$ cat src/design/source_line_classifier_macros.svh
// assertion helpers for the source line classifier
`ifndef SOURCE_LINE_CLASSIFIER_MACROS_SVH
`define SOURCE_LINE_CLASSIFIER_MACROS_SVH

`ifndef SYNTHESIS

// same-cycle implication, disabled during reset
`define SLC_ASSERT_NOW(lbl, clk, rstn, ante, cons) \
  lbl: assert property (@(posedge clk) disable iff (!rstn) (ante) |-> (cons)) \
    else $error("source_line_classifier: assertion failed");

// next-cycle implication, disabled during reset
`define SLC_ASSERT_NEXT(lbl, clk, rstn, ante, cons) \
  lbl: assert property (@(posedge clk) disable iff (!rstn) (ante) |=> (cons)) \
    else $error("source_line_classifier: assertion failed");

`else

`define SLC_ASSERT_NOW(lbl, clk, rstn, ante, cons)
`define SLC_ASSERT_NEXT(lbl, clk, rstn, ante, cons)

`endif

`endif

$ cat src/design/slc_pkg.sv
`timescale 1ns / 1ps

package slc_pkg;

  // characters that steer the scan
  localparam logic [15:0] CH_SLASH = 16'h002F;
  localparam logic [15:0] CH_STAR  = 16'h002A;
  localparam logic [15:0] CH_NL    = 16'h000A;
  localparam logic [15:0] CH_SPACE = 16'h0020;
  localparam logic [15:0] CH_TAB   = 16'h0009;
  localparam logic [15:0] CH_CR    = 16'h000D;

  // scan mode
  typedef enum logic [1:0] {
    MODE_CODE  = 2'd0,
    MODE_LINE  = 2'd1,
    MODE_BLOCK = 2'd2
  } mode_t;

  // character waiting for its lookahead
  typedef enum logic [1:0] {
    MARK_NONE  = 2'd0,
    MARK_SLASH = 2'd1,
    MARK_STAR  = 2'd2
  } mark_t;

  // kind of a closed line
  typedef enum logic [1:0] {
    CLS_CODE    = 2'd0,
    CLS_MIXED   = 2'd1,
    CLS_COMMENT = 2'd2,
    CLS_BLANK   = 2'd3
  } class_t;

endpackage

$ cat src/design/source_line_classifier.sv
`timescale 1ns / 1ps
// source_line_classifier
// Counts the lines of a C/C++ source text by kind: code, code with comment,
// comment only, blank. The text enters one 16-bit character per transfer on
// the in_ channel (in_valid / in_stall); in_last_char marks the final one.
// Every accepted character yields exactly one result on the out_ channel
// (out_valid / out_stall): line_done and line_class tell whether that
// character closed a line and of which kind, the four counts give the
// running totals (saturating at 2^COUNT_WIDTH-1), and text_done flags the
// result of the final character.
// From input transfer to result the path is one input register, then the
// scan update and the result register. Throughput is one character per
// cycle while the receiver does not stall.
// Counts keep accumulating across texts; the scan state returns to code
// mode after each final character. Reset (rst_n low, synchronous) clears
// the scan state, the counters and both pipeline valids.
// When the receiver stalls, the result holds; one more character can wait
// in the input register, after which in_stall rises.
module source_line_classifier #(
  parameter int COUNT_WIDTH = 24
) (
  input  logic                   clk,
  input  logic                   rst_n,
  input  logic                   in_valid,
  output logic                   in_stall,
  input  logic [15:0]            in_char_code,
  input  logic                   in_last_char,
  output logic                   out_valid,
  input  logic                   out_stall,
  output logic                   out_line_done,
  output logic [1:0]             out_line_class,
  output logic [COUNT_WIDTH-1:0] out_code_count,
  output logic [COUNT_WIDTH-1:0] out_mixed_count,
  output logic [COUNT_WIDTH-1:0] out_comment_count,
  output logic [COUNT_WIDTH-1:0] out_blank_count,
  output logic                   out_text_done
);

  import slc_pkg::*;
  `include "source_line_classifier_macros.svh"

  localparam logic [COUNT_WIDTH-1:0] CntMax = {COUNT_WIDTH{1'b1}};

  // input register
  logic        s1_valid_r;
  logic [15:0] s1_char_r;
  logic        s1_last_r;

  // scan state
  mode_t mode_r, mode_nxt;
  mark_t mark_r, mark_nxt;
  logic  has_code_r, has_code_nxt;
  logic  has_cmt_r, has_cmt_nxt;
  logic [COUNT_WIDTH-1:0] code_r, code_nxt;
  logic [COUNT_WIDTH-1:0] mixed_r, mixed_nxt;
  logic [COUNT_WIDTH-1:0] cmt_r, cmt_nxt;
  logic [COUNT_WIDTH-1:0] blank_r, blank_nxt;

  // result register
  logic   out_valid_r;
  logic   done_r, done_nxt;
  class_t cls_r, cls_nxt;
  logic   text_done_r;

  logic advance;

  // stage 1 moves on when the result register is free or being taken
  assign advance  = s1_valid_r && (!out_valid_r || !out_stall);
  assign in_stall = s1_valid_r && !advance;

  // input register and pipeline valids
  always_ff @(posedge clk) begin
    if (!rst_n) begin
      s1_valid_r  <= 1'b0;
      out_valid_r <= 1'b0;
    end else begin
      if (in_valid && !in_stall) begin
        s1_valid_r <= 1'b1;
      end else if (advance) begin
        s1_valid_r <= 1'b0;
      end
      if (advance) begin
        out_valid_r <= 1'b1;
      end else if (!out_stall) begin
        out_valid_r <= 1'b0;
      end
    end
  end

  always_ff @(posedge clk) begin
    if (in_valid && !in_stall) begin
      s1_char_r <= in_char_code;
      s1_last_r <= in_last_char;
    end
  end

  // scan update for the character in the input register
  always_comb begin
    logic   consumed;
    logic   close;
    logic   blank;
    class_t cls;
    consumed     = 1'b0;
    close        = 1'b0;
    cls          = CLS_CODE;
    mode_nxt     = mode_r;
    mark_nxt     = MARK_NONE;
    has_code_nxt = has_code_r;
    has_cmt_nxt  = has_cmt_r;
    code_nxt     = code_r;
    mixed_nxt    = mixed_r;
    cmt_nxt      = cmt_r;
    blank_nxt    = blank_r;
    done_nxt     = 1'b0;
    cls_nxt      = CLS_CODE;
    blank = (s1_char_r == CH_SPACE) || (s1_char_r == CH_TAB) || (s1_char_r == CH_CR);

    // resolve the pending mark against this character
    case (mark_r)
      MARK_SLASH: begin
        if (s1_char_r == CH_STAR) begin
          mode_nxt    = MODE_BLOCK;
          has_cmt_nxt = 1'b1;
          consumed    = 1'b1;
        end else if (s1_char_r == CH_SLASH) begin
          mode_nxt    = MODE_LINE;
          has_cmt_nxt = 1'b1;
          consumed    = 1'b1;
        end else begin
          has_code_nxt = 1'b1;
        end
      end
      MARK_STAR: begin
        if (s1_char_r == CH_SLASH) begin
          mode_nxt    = MODE_CODE;
          has_cmt_nxt = 1'b1;
          consumed    = 1'b1;
        end
      end
      default: ;
    endcase

    // ordinary handling
    if (!consumed) begin
      if (s1_char_r == CH_NL) begin
        close = 1'b1;
        if (mode_nxt == MODE_LINE) begin
          mode_nxt = MODE_CODE;
        end
      end else begin
        case (mode_nxt)
          MODE_CODE: begin
            if (s1_char_r == CH_SLASH) begin
              mark_nxt = MARK_SLASH;
            end else if (!blank) begin
              has_code_nxt = 1'b1;
            end
          end
          MODE_BLOCK: begin
            if (s1_char_r == CH_STAR) begin
              has_cmt_nxt = 1'b1;
              mark_nxt    = MARK_STAR;
            end else if (!blank) begin
              has_cmt_nxt = 1'b1;
            end
          end
          MODE_LINE: ;
          default: mode_nxt = MODE_CODE;
        endcase
      end
    end

    // unterminated last line
    if (s1_last_r && !close) begin
      if (mark_nxt == MARK_SLASH) begin
        has_code_nxt = 1'b1;
      end
      close = 1'b1;
    end

    // classify and count the closed line
    if (close) begin
      if (has_code_nxt && has_cmt_nxt) begin
        cls = CLS_MIXED;
        if (mixed_r != CntMax) mixed_nxt = mixed_r + 1'b1;
      end else if (has_cmt_nxt) begin
        cls = CLS_COMMENT;
        if (cmt_r != CntMax) cmt_nxt = cmt_r + 1'b1;
      end else if (has_code_nxt) begin
        cls = CLS_CODE;
        if (code_r != CntMax) code_nxt = code_r + 1'b1;
      end else begin
        cls = CLS_BLANK;
        if (blank_r != CntMax) blank_nxt = blank_r + 1'b1;
      end
      has_code_nxt = 1'b0;
      has_cmt_nxt  = 1'b0;
      done_nxt     = 1'b1;
      cls_nxt      = cls;
    end

    // end of text returns the scan to its start
    if (s1_last_r) begin
      mode_nxt     = MODE_CODE;
      mark_nxt     = MARK_NONE;
      has_code_nxt = 1'b0;
      has_cmt_nxt  = 1'b0;
    end
  end

  // scan state and counters
  always_ff @(posedge clk) begin
    if (!rst_n) begin
      mode_r     <= MODE_CODE;
      mark_r     <= MARK_NONE;
      has_code_r <= 1'b0;
      has_cmt_r  <= 1'b0;
      code_r     <= '0;
      mixed_r    <= '0;
      cmt_r      <= '0;
      blank_r    <= '0;
    end else if (advance) begin
      mode_r     <= mode_nxt;
      mark_r     <= mark_nxt;
      has_code_r <= has_code_nxt;
      has_cmt_r  <= has_cmt_nxt;
      code_r     <= code_nxt;
      mixed_r    <= mixed_nxt;
      cmt_r      <= cmt_nxt;
      blank_r    <= blank_nxt;
    end
  end

  // result register; counts change only when a new result loads
  always_ff @(posedge clk) begin
    if (advance) begin
      done_r      <= done_nxt;
      cls_r       <= cls_nxt;
      text_done_r <= s1_last_r;
    end
  end

  assign out_valid         = out_valid_r;
  assign out_line_done     = done_r;
  assign out_line_class    = cls_r;
  assign out_code_count    = code_r;
  assign out_mixed_count   = mixed_r;
  assign out_comment_count = cmt_r;
  assign out_blank_count   = blank_r;
  assign out_text_done     = text_done_r;

  // checks
  `SLC_ASSERT_NOW(a_final_closes, clk, rst_n, out_valid_r && text_done_r, done_r)
  `SLC_ASSERT_NOW(a_class_idle, clk, rst_n, out_valid_r && !done_r, cls_r == CLS_CODE)
  `SLC_ASSERT_NEXT(a_text_end_clears, clk, rst_n, advance && s1_last_r, mode_r == MODE_CODE && mark_r == MARK_NONE && !has_code_r && !has_cmt_r)
  `SLC_ASSERT_NEXT(a_code_monotonic, clk, rst_n, 1'b1, code_r >= $past(code_r) && blank_r >= $past(blank_r))
  `SLC_ASSERT_NOW(a_stall_needs_item, clk, rst_n, in_stall, s1_valid_r && out_valid_r)

endmodule
$ cat config.mk
export PLATFORM = sky130hd
export DESIGN_NAME = source_line_classifier
export DESIGN_NICKNAME = d
export VERILOG_FILES = /design/src/design/slc_pkg.sv /design/src/design/source_line_classifier.sv
export VERILOG_INCLUDE_DIRS = /design/src /design/src/design
export SDC_FILE = /design/constraint.sdc
export NUM_CORES = 1
export LEC_CHECK = 0
export BUFFER_PORTS_ARGS = -buffer_cell sky130_fd_sc_hd__buf_4
export CAP_MARGIN = 15
export CORE_UTILIZATION = 56
export DETAILED_ROUTE_END_ITERATION = 10
export PLACE_DENSITY = 0.81
export SETUP_SLACK_MARGIN = 0.02
export SLEW_MARGIN = 20
export SYNTH_ARGS = -nofsm -noshare
export SYNTH_HDL_FRONTEND = slang
export SYNTH_SLANG_ARGS = --single-unit
$ cat constraint.sdc
create_clock -name clk -period 5 [get_ports clk]
set_input_delay 0.25 -clock clk [delete_from_list [all_inputs] [get_ports clk]]
set_output_delay 0.25 -clock clk [all_outputs]
set_load 0.05 [all_outputs]
# --- Word level (Yosys, flattened, before mapping) ---
# Index checks and enable logic that the tools add are counted.
op_classes:
  add_sub_neg: 4
  eq_ne: 16
  mux: 51
  bitwise_logic: 4
  reduce_logical: 21
ops:
  columns: ["operator", "n"]
  rows:
  - ["$add 24x1->24 const B", 4]
  - ["$ne 24x24->1 const B", 4]
  - ["$eq 16x4->1 const B", 3]
  - ["$eq 16x6->1 const B", 3]
  - ["$mux 1", 33]
  - ["$mux 2", 14]
  - ["$reduce_and 6->1", 2]
  - ["$pmux 2 s2", 2]
  - ["$eq 2x1->1 const B", 3]
  - ["$logic_and 1x1->1", 5]
  - ["$logic_not 1->1", 5]
  - ["$reduce_and 5->1", 1]
  - ["$eq 2x2->1 const B", 2]
  - ["$not 1->1", 4]
  - ["$pmux 1 s2", 2]
  - ["$reduce_and 4->1", 1]
  - ["$logic_or 1x1->1", 3]
  - ["$reduce_or 3->1", 1]
  - ["$logic_not 2->1", 1]
  - ["$ne 2x1->1 const B", 1]
  - ["$reduce_bool 2->1", 1]
  - ["$reduce_or 2->1", 1]
totals:
  regBits: 125
  inputBits: 21
  output_inout_bits: 102
  wordCells: 112

# --- Logic depth before layout (Yosys ltp) ---
# Gate-level depths: netlist of the first run.
logic_depth:
  ltp_word: 14
  depth_mapped: 18
  mapped_depth_nobuf: 14

# --- Worst setup path after synthesis of the first run ---
# OpenSTA, ideal clock, no wires.
synth_path:
  path_type: "register to register"
  start: "register s1_char_r[13]"
  end: "register cmt_r[14], in the netlist out_comment_count[14]"
  setup_time_ns: 0.070
  arrival_ns: 4.228
  slack_ns: 0.702
  stages_incl_launch_ff: 17
  n_path_buf: 4
  cell_sequence: "edfxtp_1 > or4_4 > or4_1 > buf_6 > o21ba_1 > o211ai_2 > o221a_2 > buf_2 > clkbuf_1 > inv_1 > ha_1 > a211oi_1 > o31ai_1 > a21o_1 > clkbuf_1 > or4_1 > a21oi_1"
synth_between:
  elab_chain_cells: 14
  elab_cells_between_ends: 49
synth_lines:
  columns: ["item", "line_no", "source"]
  rows:
  - ["start, declared", "source_line_classifier.sv:46", "logic [15:0] s1_char_r;"]
  - ["start signal, assigned", "source_line_classifier.sv:92", "s1_char_r <= in_char_code;"]
  - ["$eq 16x6->1", "source_line_classifier.sv:125, source_line_classifier.sv:134, source_line_classifier.sv:153", null]
  - ["$mux 2 or $mux 1 (tied branches)", "source_line_classifier.sv:125", "end else if (s1_char_r == CH_SLASH) begin"]
  - ["$mux 2 or $mux 1 (tied branches)", "source_line_classifier.sv:121", "if (s1_char_r == CH_STAR) begin"]
  - ["$pmux 2 s2 or $mux 1 (tied branches)", "source_line_classifier.sv:119", "case (mark_r)"]
  - ["$eq 2x2->1 (tied with other cells)", "source_line_classifier.sv:151", "case (mode_nxt)"]
  - ["$pmux 2 s2 or $mux 1 (tied branches)", "source_line_classifier.sv:151, source_line_classifier.sv:153", null]
  - ["$mux 2 or $mux 1 (tied branches)", "source_line_classifier.sv:145, source_line_classifier.sv:151", null]
  - ["$mux 2 or $mux 1 (tied branches)", "source_line_classifier.sv:144, source_line_classifier.sv:145", null]
  - ["$eq 2x1->1 or $mux 1 (tied branches)", "source_line_classifier.sv:175, source_line_classifier.sv:144", null]
  - ["$mux 1", "source_line_classifier.sv:175", "if (mark_nxt == MARK_SLASH) begin"]
  - ["$mux 1", "source_line_classifier.sv:174", "if (s1_last_r && !close) begin"]
  - ["$logic_and 1x1->1", "source_line_classifier.sv:183", "if (has_code_nxt && has_cmt_nxt) begin"]
  - ["$not 1->1 (no line)", null, null]
  - ["$reduce_and 5->1 (no line) (*)", null, null]
  - ["end signal, assigned", "source_line_classifier.sv:229", "cmt_r <= cmt_nxt;"]
  - ["end, declared", "source_line_classifier.sv:56", "logic [COUNT_WIDTH-1:0] cmt_r, cmt_nxt;"]
# Mark *: on every way between the ends. The rest lies on a longest branch, timed or not.
# A chain may end at the register's enable or synchronous reset.

# --- Worst setup path in the final report of the first run ---
layout_path:
  start: "register s1_char_r[13]"
  end: "register cmt_r[15], in the netlist out_comment_count[15]"
# The elaborated chain is that of the path after synthesis.

==> results of run 1 <==
[layout make-up]
cell class / instances / area, sq um
clock buffers: 24 / 480
clock inverters: 8 / 90.1
fillers: 793 / 2870
inverters: 26 / 97.6
multi-input cells: 518 / 3300
flip-flops and latches: 125 / 2710
well taps: 140 / 175
repair buffers: 148 / 1160
[state kept, by name (all words and copies together) (netlist names)]
register and cells:
out_line_done 1, s1_last_r 1, s1_char_r 16, out_line_class 2, has_code_r 1, out_comment_count 24
has_cmt_r 1, s1_valid_r 1, out_valid 1, out_mixed_count 24, out_text_done 1, out_code_count 24
mark_r 2, out_blank_count 24, mode_r 2
[cells in the mapped netlist, types with 11 or more instances]
master | number | area share
or4_1 | 19 | 0.023
nand3_1 | 36 | 0.029
nand2_1 | 50 | 0.030
a21oi_1 | 56 | 0.045
clkbuf_1 | 24 | 0.014
dfxtp_1 | 104 | 0.33
mux2i_1 | 11 | 0.018
xnor2_1 | 21 | 0.029
nor2_1 | 49 | 0.029
o21ai_0 | 33 | 0.026
nand2b_1 | 17 | 0.017
and3_1 | 16 | 0.016
nand4_1 | 26 | 0.026
inv_1 | 26 | 0.016
o31ai_1 | 18 | 0.022
edfxtp_1 | 21 | 0.10
nor3_1 | 23 | 0.018
and4_1 | 11 | 0.015
or3_1 | 30 | 0.030
[kinds of logic (layout without fill, tap and decap cells)]
kind of cell	after synthesis	in the layout	synth area share
AOI/OAI and AO/OA	160	160	0.179
xor gates and xnor gates	25	25	0.0350
adders and majority gates	8	8	0.0160
buffers and inverters	62	206	0.0412
DFF	125	125	0.433
muxes	11	11	0.0176
and+or+nand+nor	314	314	0.278
[stage by stage]
| step | std cells | hold WS, ns |
|---|---|---|
| detailed placement | 938 | 0.429 |
| CTS | 989 | 0.139 |
| finish | 989 | 0.154 |
| floorplan | 705 | 0.349 |
| global placement | 938 | 0.429 |
| global route | 989 | 0.173 |
[per-layer routing]
metal | GRT usage | wire length, um
met5 | 0 | 0
met3 | 0.0787 | 1030
met1 | 0.364 | 6960
met4 | 0.137 | 324
met2 | 0.480 | 8220
[worst max-delay path, delay by kind of cell (launching register included)]
kind	cells	cell delay [ns]
AO/OA/AOI/OAI	7	1.90
AND/OR/NAND/NOR	3	1.91
flip-flops	1	0.40
adder cells (fa/ha/maj)	1	0.22
buffers and inverters	1	0.06
[path summary, 6_finish.rpt]
path / from / to / slack (ns) / depth (start not counted)
setup / recovery: s1_char_r[13]$_DFFE_PP_ / out_comment_count[15]$_SDFFE_PN0P_ / 0.42 / 12
hold / removal: rst_n / out_comment_count[11]$_SDFFE_PN0P_ / 0.15 / 2
setup reg to reg: s1_char_r[13]$_DFFE_PP_ / out_comment_count[15]$_SDFFE_PN0P_ / 0.42 / 12
hold reg to reg: has_cmt_r$_SDFFE_PN0P_ / has_cmt_r$_SDFFE_PN0P_ / 0.48 / 2
[timing repair]
item	in CTS	in global routing
hold buffers	19	0
resized for setup	0	0
hold endpoints to repair	19	0
[power by group through the flow]
stage	Clock, mW	Sequential, mW	Combinational, mW
after floorplan	0	1.07	0.0331
after global placement	0	1.07	0.0649
after detailed placement	0	1.07	0.0669
after CTS	1.21	1.05	0.0792
after global routing	1.24	1.05	0.0866
final	1.19	1.05	0.0797
==> metrics.cfg, run 1 <==
[power_and_ir_drop]
p_comb_frac = 0.034
swShare = 0.211
power_frac_seq = 0.452
powerDensity_mw_per_mm2 = 288
p_switching_mw = 0.488
internal_power_mw = 1.82
ir_worst_vdd_mv = 0.285
p_leak_nw = 2.91
clkPwrFrac = 0.513
finalPower_mw = 2.31

[layout]
utilization = 0.736
fin_nets = 865
diodes = 0
area_delta_synth_final_pct = 28.1
layout_common_cells = buf_4 (129), dfxtp_1 (104), a21oi_1 (56), nand2_1 (50), nor2_1 (49)
design_area_sq_mm = 0.00802
final_common_cell = buf_4
drive_above_1_share = 0.211

[critical_path]
cp_data_required_time_ns = 5.47
critPathKind = reg -> reg
critPathCaptureType = register
critPathMostFrequentCell = or4_1
cp_max_fo = 30
slowest_delay_ns = 0.74
cp-start-kind = register
critical_path.cell_chain = or4_4 -> or4_1 -> o21ba_1 -> o211ai_2 -> o221a_2 -> inv_1 -> ha_1 -> a211oi_1 -> o31ai_1 -> a21o_1 -> or4_1 -> a21oi_1
cp_slowest_cell = or4_1
worstPathArrival_ns = 5.05

[timing]
min_period_over_period = 0.916
maxSlewViolCount = 0
max_slew_margin = 0.340
timing.fmax_mhz = 218
layout_setup_ws_ns = 0.419
tightestPinTransition_ns = 0.986
hold_viol_final = 0
final-setup-viol-count = 0
period_needed_ns = 4.58
tns_ns = 0
grt_setup_unrepaired = no
clock_skew_ns = 0.00700

[yosys]
seq_area_frac_synth = 0.433
synth_cells = 705
synth-edff-count = 21
ys_ff_latch = 125
ys.flop_type = dfxtp_1
postSynth.asyncResetShare = 0
yosys_warnings = 0
synth.net_count = 734
synth.avg_cell_area_sq_um = 8.88
syn_area_sq_mm = 0.00626
synth_cell_types = 62

[routing]
wirelength_um = 16500
ant_nets = 0
drc_errors = 0
vias = 6105
drtIter0Drc = 586
first_pass_iters = 7
via_per_inst = 6.17
wl_per_cell_um = 16.7

[floorplanning]
core.rowCount = 38
die_x_um = 108
ios = 123
coreArea_sq_mm = 0.0109
start_util = 0.575
fp.dieH_um = 108
dieArea_sq_mm = 0.0116

[clocking]
cts_tree = yes
htreeDepth = 4
clk_pin_slew_ns = 0.06
cts_inserted_buffers = 17
cts-root-buf = clkbuf_8
cts.sinks = 125
cts_setup_buffers = 0
clk_latency_ns = 0.54
cts.path.max_buffers = 2

[grt]
grt_overflow = 0
antenna_found_initial = 0
grt_pass1_wl_um = 27000
grt_pass1_vias = 5645
grt_max_degree = 51
grt_usage = 0.296

[flow_run]
max-cap-violations = 0

[hold_path]
min_path_type = in -> reg

[place]
post-place-ws_ns = 0.479
io_buffers = 122
detailed_place_hpwl_um = 10900
globalplace.congestion = 0.949
dpl_cell_area_sq_mm = 0.00725

[run_status]
status = finished, final reports clean

(Power assumes the default switching activity.)
==> run 2: changes to the inputs <==
--- a/config.mk
+++ b/config.mk
@@ -6,11 +6,12 @@
 export SDC_FILE = /design/constraint.sdc
 export NUM_CORES = 1
 export LEC_CHECK = 0
+export ABC_AREA = 1
 export BUFFER_PORTS_ARGS = -buffer_cell sky130_fd_sc_hd__buf_4
 export CAP_MARGIN = 15
-export CORE_UTILIZATION = 56
+export CORE_UTILIZATION = 51
 export DETAILED_ROUTE_END_ITERATION = 10
-export PLACE_DENSITY = 0.81
+export PLACE_DENSITY = 0.76
 export SETUP_SLACK_MARGIN = 0.02
 export SLEW_MARGIN = 20
 export SYNTH_ARGS = -nofsm -noshare
==> constraint.sdc (replaced) <==
create_clock -name clk -period 4 [get_ports clk]
set_input_delay 0.2 -clock clk [delete_from_list [all_inputs] [get_ports clk]]
set_output_delay 0.2 -clock clk [all_outputs]
set_load 0.05 [all_outputs]
==> run 2 against run 1 <==
  * Clock power grew 35%
  * Final area grew 11%
  * Count of clock-buffer cells in the layout down 5
  * Largest power group unchanged
==> metrics.cfg, run 2 <==
[timing]
final-setup-viol-count = 0
timing.fmax_mhz = 291
period_needed_ns = 3.44
maxSlewViolCount = 0
holdWs_ns = 0.0777
grt_setup_unrepaired = no
tightestPinTransition_ns = 0.755
hold_viol_final = 0
layout_setup_ws_ns = 0.558
max_slew_margin = 0.496
tns_ns = 0
min_period_over_period = 0.861
clock_skew_ns = 0.00824

[clocking]
cts-root-buf = clkbuf_16
clk_latency_ns = 0.42
cts.sinks = 125
cts_resized = 0
cts.path.max_buffers = 2
htreeDepth = 4
clk_pin_slew_ns = 0.05
cts_inserted_buffers = 17
cts_tree = yes

[yosys]
synth_area_leaders = dfxtp_1 (29%), nand2_1 (11%), edfxtp_1 (8.8%), nand3_1 (7.9%), a21oi_1 (6.9%)
seq_area_frac_synth = 0.380
synth-edff-count = 21
synthXorXnorAreaFrac = 0.0884
synth_compound_area_frac = 0.0847
synth_area_leader_cell = dfxtp_1
synth.most_common_cell = nand2_1
synthAdderAreaFrac = 0.0140
synth-simple-area-share = 0.350
synth_top_family_by_area = simple AND/OR/NAND/NOR gates
synthMuxAreaShare = 0
synth_cell_types = 37
netlist.area_leader.share = 0.292
syn_area_sq_mm = 0.00713
ys_ff_latch = 125
synth_cells = 985
synthTopCellsByCount = nand2_1 (200), nand3_1 (113), dfxtp_1 (104), inv_1 (101), a21oi_1 (98)
synth.net_count = 1014
postSynth.asyncResetShare = 0
synth.avg_cell_area_sq_um = 7.24
yosys_warnings = 0
ys.flop_type = dfxtp_1

[grt]
antenna_found_initial = 0
grt_max_degree = 44
grt_pass1_vias = 6447
grt_overflow = 0
grt_usage = 0.255
grt_pass1_wl_um = 29900

[layout]
utilization = 0.660
diodes = 0
area_delta_synth_final_pct = 24.4
drive_above_1_share = 0.169
fin_nets = 1142
layout_common_cells = nand2_1 (200), buf_4 (124), nand3_1 (113), dfxtp_1 (104), inv_1 (100)
final_common_cell = nand2_1

[routing]
first_pass_iters = 8
via_per_inst = 5.39
drc_errors = 0
drtIter0Drc = 596
wirelength_um = 17900
ant_nets = 0
wl_per_cell_um = 13.8
vias = 7018

[floorplanning]
die_x_um = 120
core.rowCount = 42
fp.dieH_um = 120
start_util = 0.530
coreArea_sq_mm = 0.0135
dieArea_sq_mm = 0.0145
ios = 123

[power_and_ir_drop]
ir_worst_vdd_mv = 0.269
p_leak_nw = 3.27
powerDensity_mw_per_mm2 = 341

[place]
globalplace.congestion = 0.952
post-place-ws_ns = 0.578
io_buffers = 122
detailed_place_hpwl_um = 12600

[hold_path]
min_from = out_stall
min_to = out_valid$_SDFFE_PN0P_
min_path_type = in -> reg
holdPathStages = 3

[critical_path]
critPathCaptureType = register
cp_max_fo = 28
r2r_start = mark_r[0]$_SDFFE_PN0P_
critPathKind = reg -> reg
worstPathArrival_ns = 3.71
cp_data_required_time_ns = 4.27
rrSetupSlack_ns = 0.56
cp-start-kind = register
ff2ff_path_depth = 17
r2r-end = out_mixed_count[20]$_SDFFE_PN0P_
critPathLaunch = mark_r[0]$_SDFFE_PN0P_

[flow_run]
max-cap-violations = 0

[run_status]
status = finished, final reports clean

-- run 2: cell count changes after synthesis, moves of 14 or more --
cell      delta
nand2_1    +150
nand3_1     +77
inv_1       +75
xor2_1      +49
nor2_1      +43
a21oi_1     +42
or3_1       -30
o21ai_0     -20
or4_1       -19
o31ai_1     -18
nand2b_1    -17
nor3_1      +17
and3_1      -16
clkbuf_1    -14
-- run 2: how the worst max path moves through the flow --
stage                                       endpoint  slack (ns)  cells after the start
floorplan           out_mixed_count[20]$_SDFFE_PN0P_        1.15                     19
global placement    out_mixed_count[20]$_SDFFE_PN0P_        0.73                     17
detailed placement  out_mixed_count[20]$_SDFFE_PN0P_        0.58                     17
CTS                 out_mixed_count[20]$_SDFFE_PN0P_        0.56                     17
global route        out_mixed_count[20]$_SDFFE_PN0P_        0.26                     17
finish              out_mixed_count[20]$_SDFFE_PN0P_        0.56                     17
-- run 2: critical path: stages, from the launching register on --
cell and delay [ns]:
dfxtp_1 0.35, inv_1 0.05, ha_1 0.30, inv_1 0.18, nand3_2 0.13, nand3_1 0.10, nand2_2 0.11, a21oi_4 0.17
nand3_2 0.12, nand3_4 0.33, ha_1 0.21, inv_1 0.05, a31oi_1 0.17, nand2_2 0.22, inv_1 0.35, nand3_1 0.15
nor3b_1 0.23, nor3_1 0.07
-- run 2: area by class of cell --
| cell class | instances | area, sq um |
|---|---|---|
| Multi-Input combinational cell | 723 | 3830 |
| Clock inverter | 13 | 171 |
| Tap cell | 176 | 220 |
| Clock buffer | 19 | 443 |
| Sequential cell | 125 | 2710 |
| Inverter | 105 | 394 |
| Fill cell | 1210 | 4580 |
| Timing Repair Buffer | 141 | 1100 |
-- run 2: logic make-up (layout without fill, tap and decap cells) --
group,after synthesis,in the layout
compound gates,117,117
xor+xnor,72,72
simple gates,526,526
buf+inv,137,278
fa+ha+maj,8,8
flops,125,125
-- run 2: per-stage QoR --
stage / instances / power (mW) / instance area [sq um]
after floorplan: 985 / 1.40 / 7130
after global placement: 1253 / 1.43 / 8090
after detailed placement: 1253 / 1.43 / 8090
after CTS: 1302 / 3.04 / 8870
after global routing: 1302 / 3.11 / 8870
final: 1302 / 3.02 / 8870
-- run 2: timing repair --
item / 4_1_cts / 5_1_grt
hold buffers: 17 / 0
endpoints found under the hold margin: 17 / 0
endpoints found under the setup margin: 0 / 0
buffers inserted: 0 / 0
-- run 2: power by group --
group / leakage (nW) / internal [mW] / switching, mW
registers: 1.04 / 1.30 / 0.00761
clock network: 0.296 / 1.05 / 0.557
logic: 1.93 / 0.0396 / 0.0738
total: 3.27 / 2.38 / 0.638
-- run 2: metal layers --
layer | wire [um] | share of wire | GRT usage
met2 | 8590 | 0.48 | 0.431
met4 | 326 | 0.018 | 0.0926
met5 | 0 | 0 | 0
met1 | 7960 | 0.44 | 0.317
met3 | 1040 | 0.058 | 0.0594
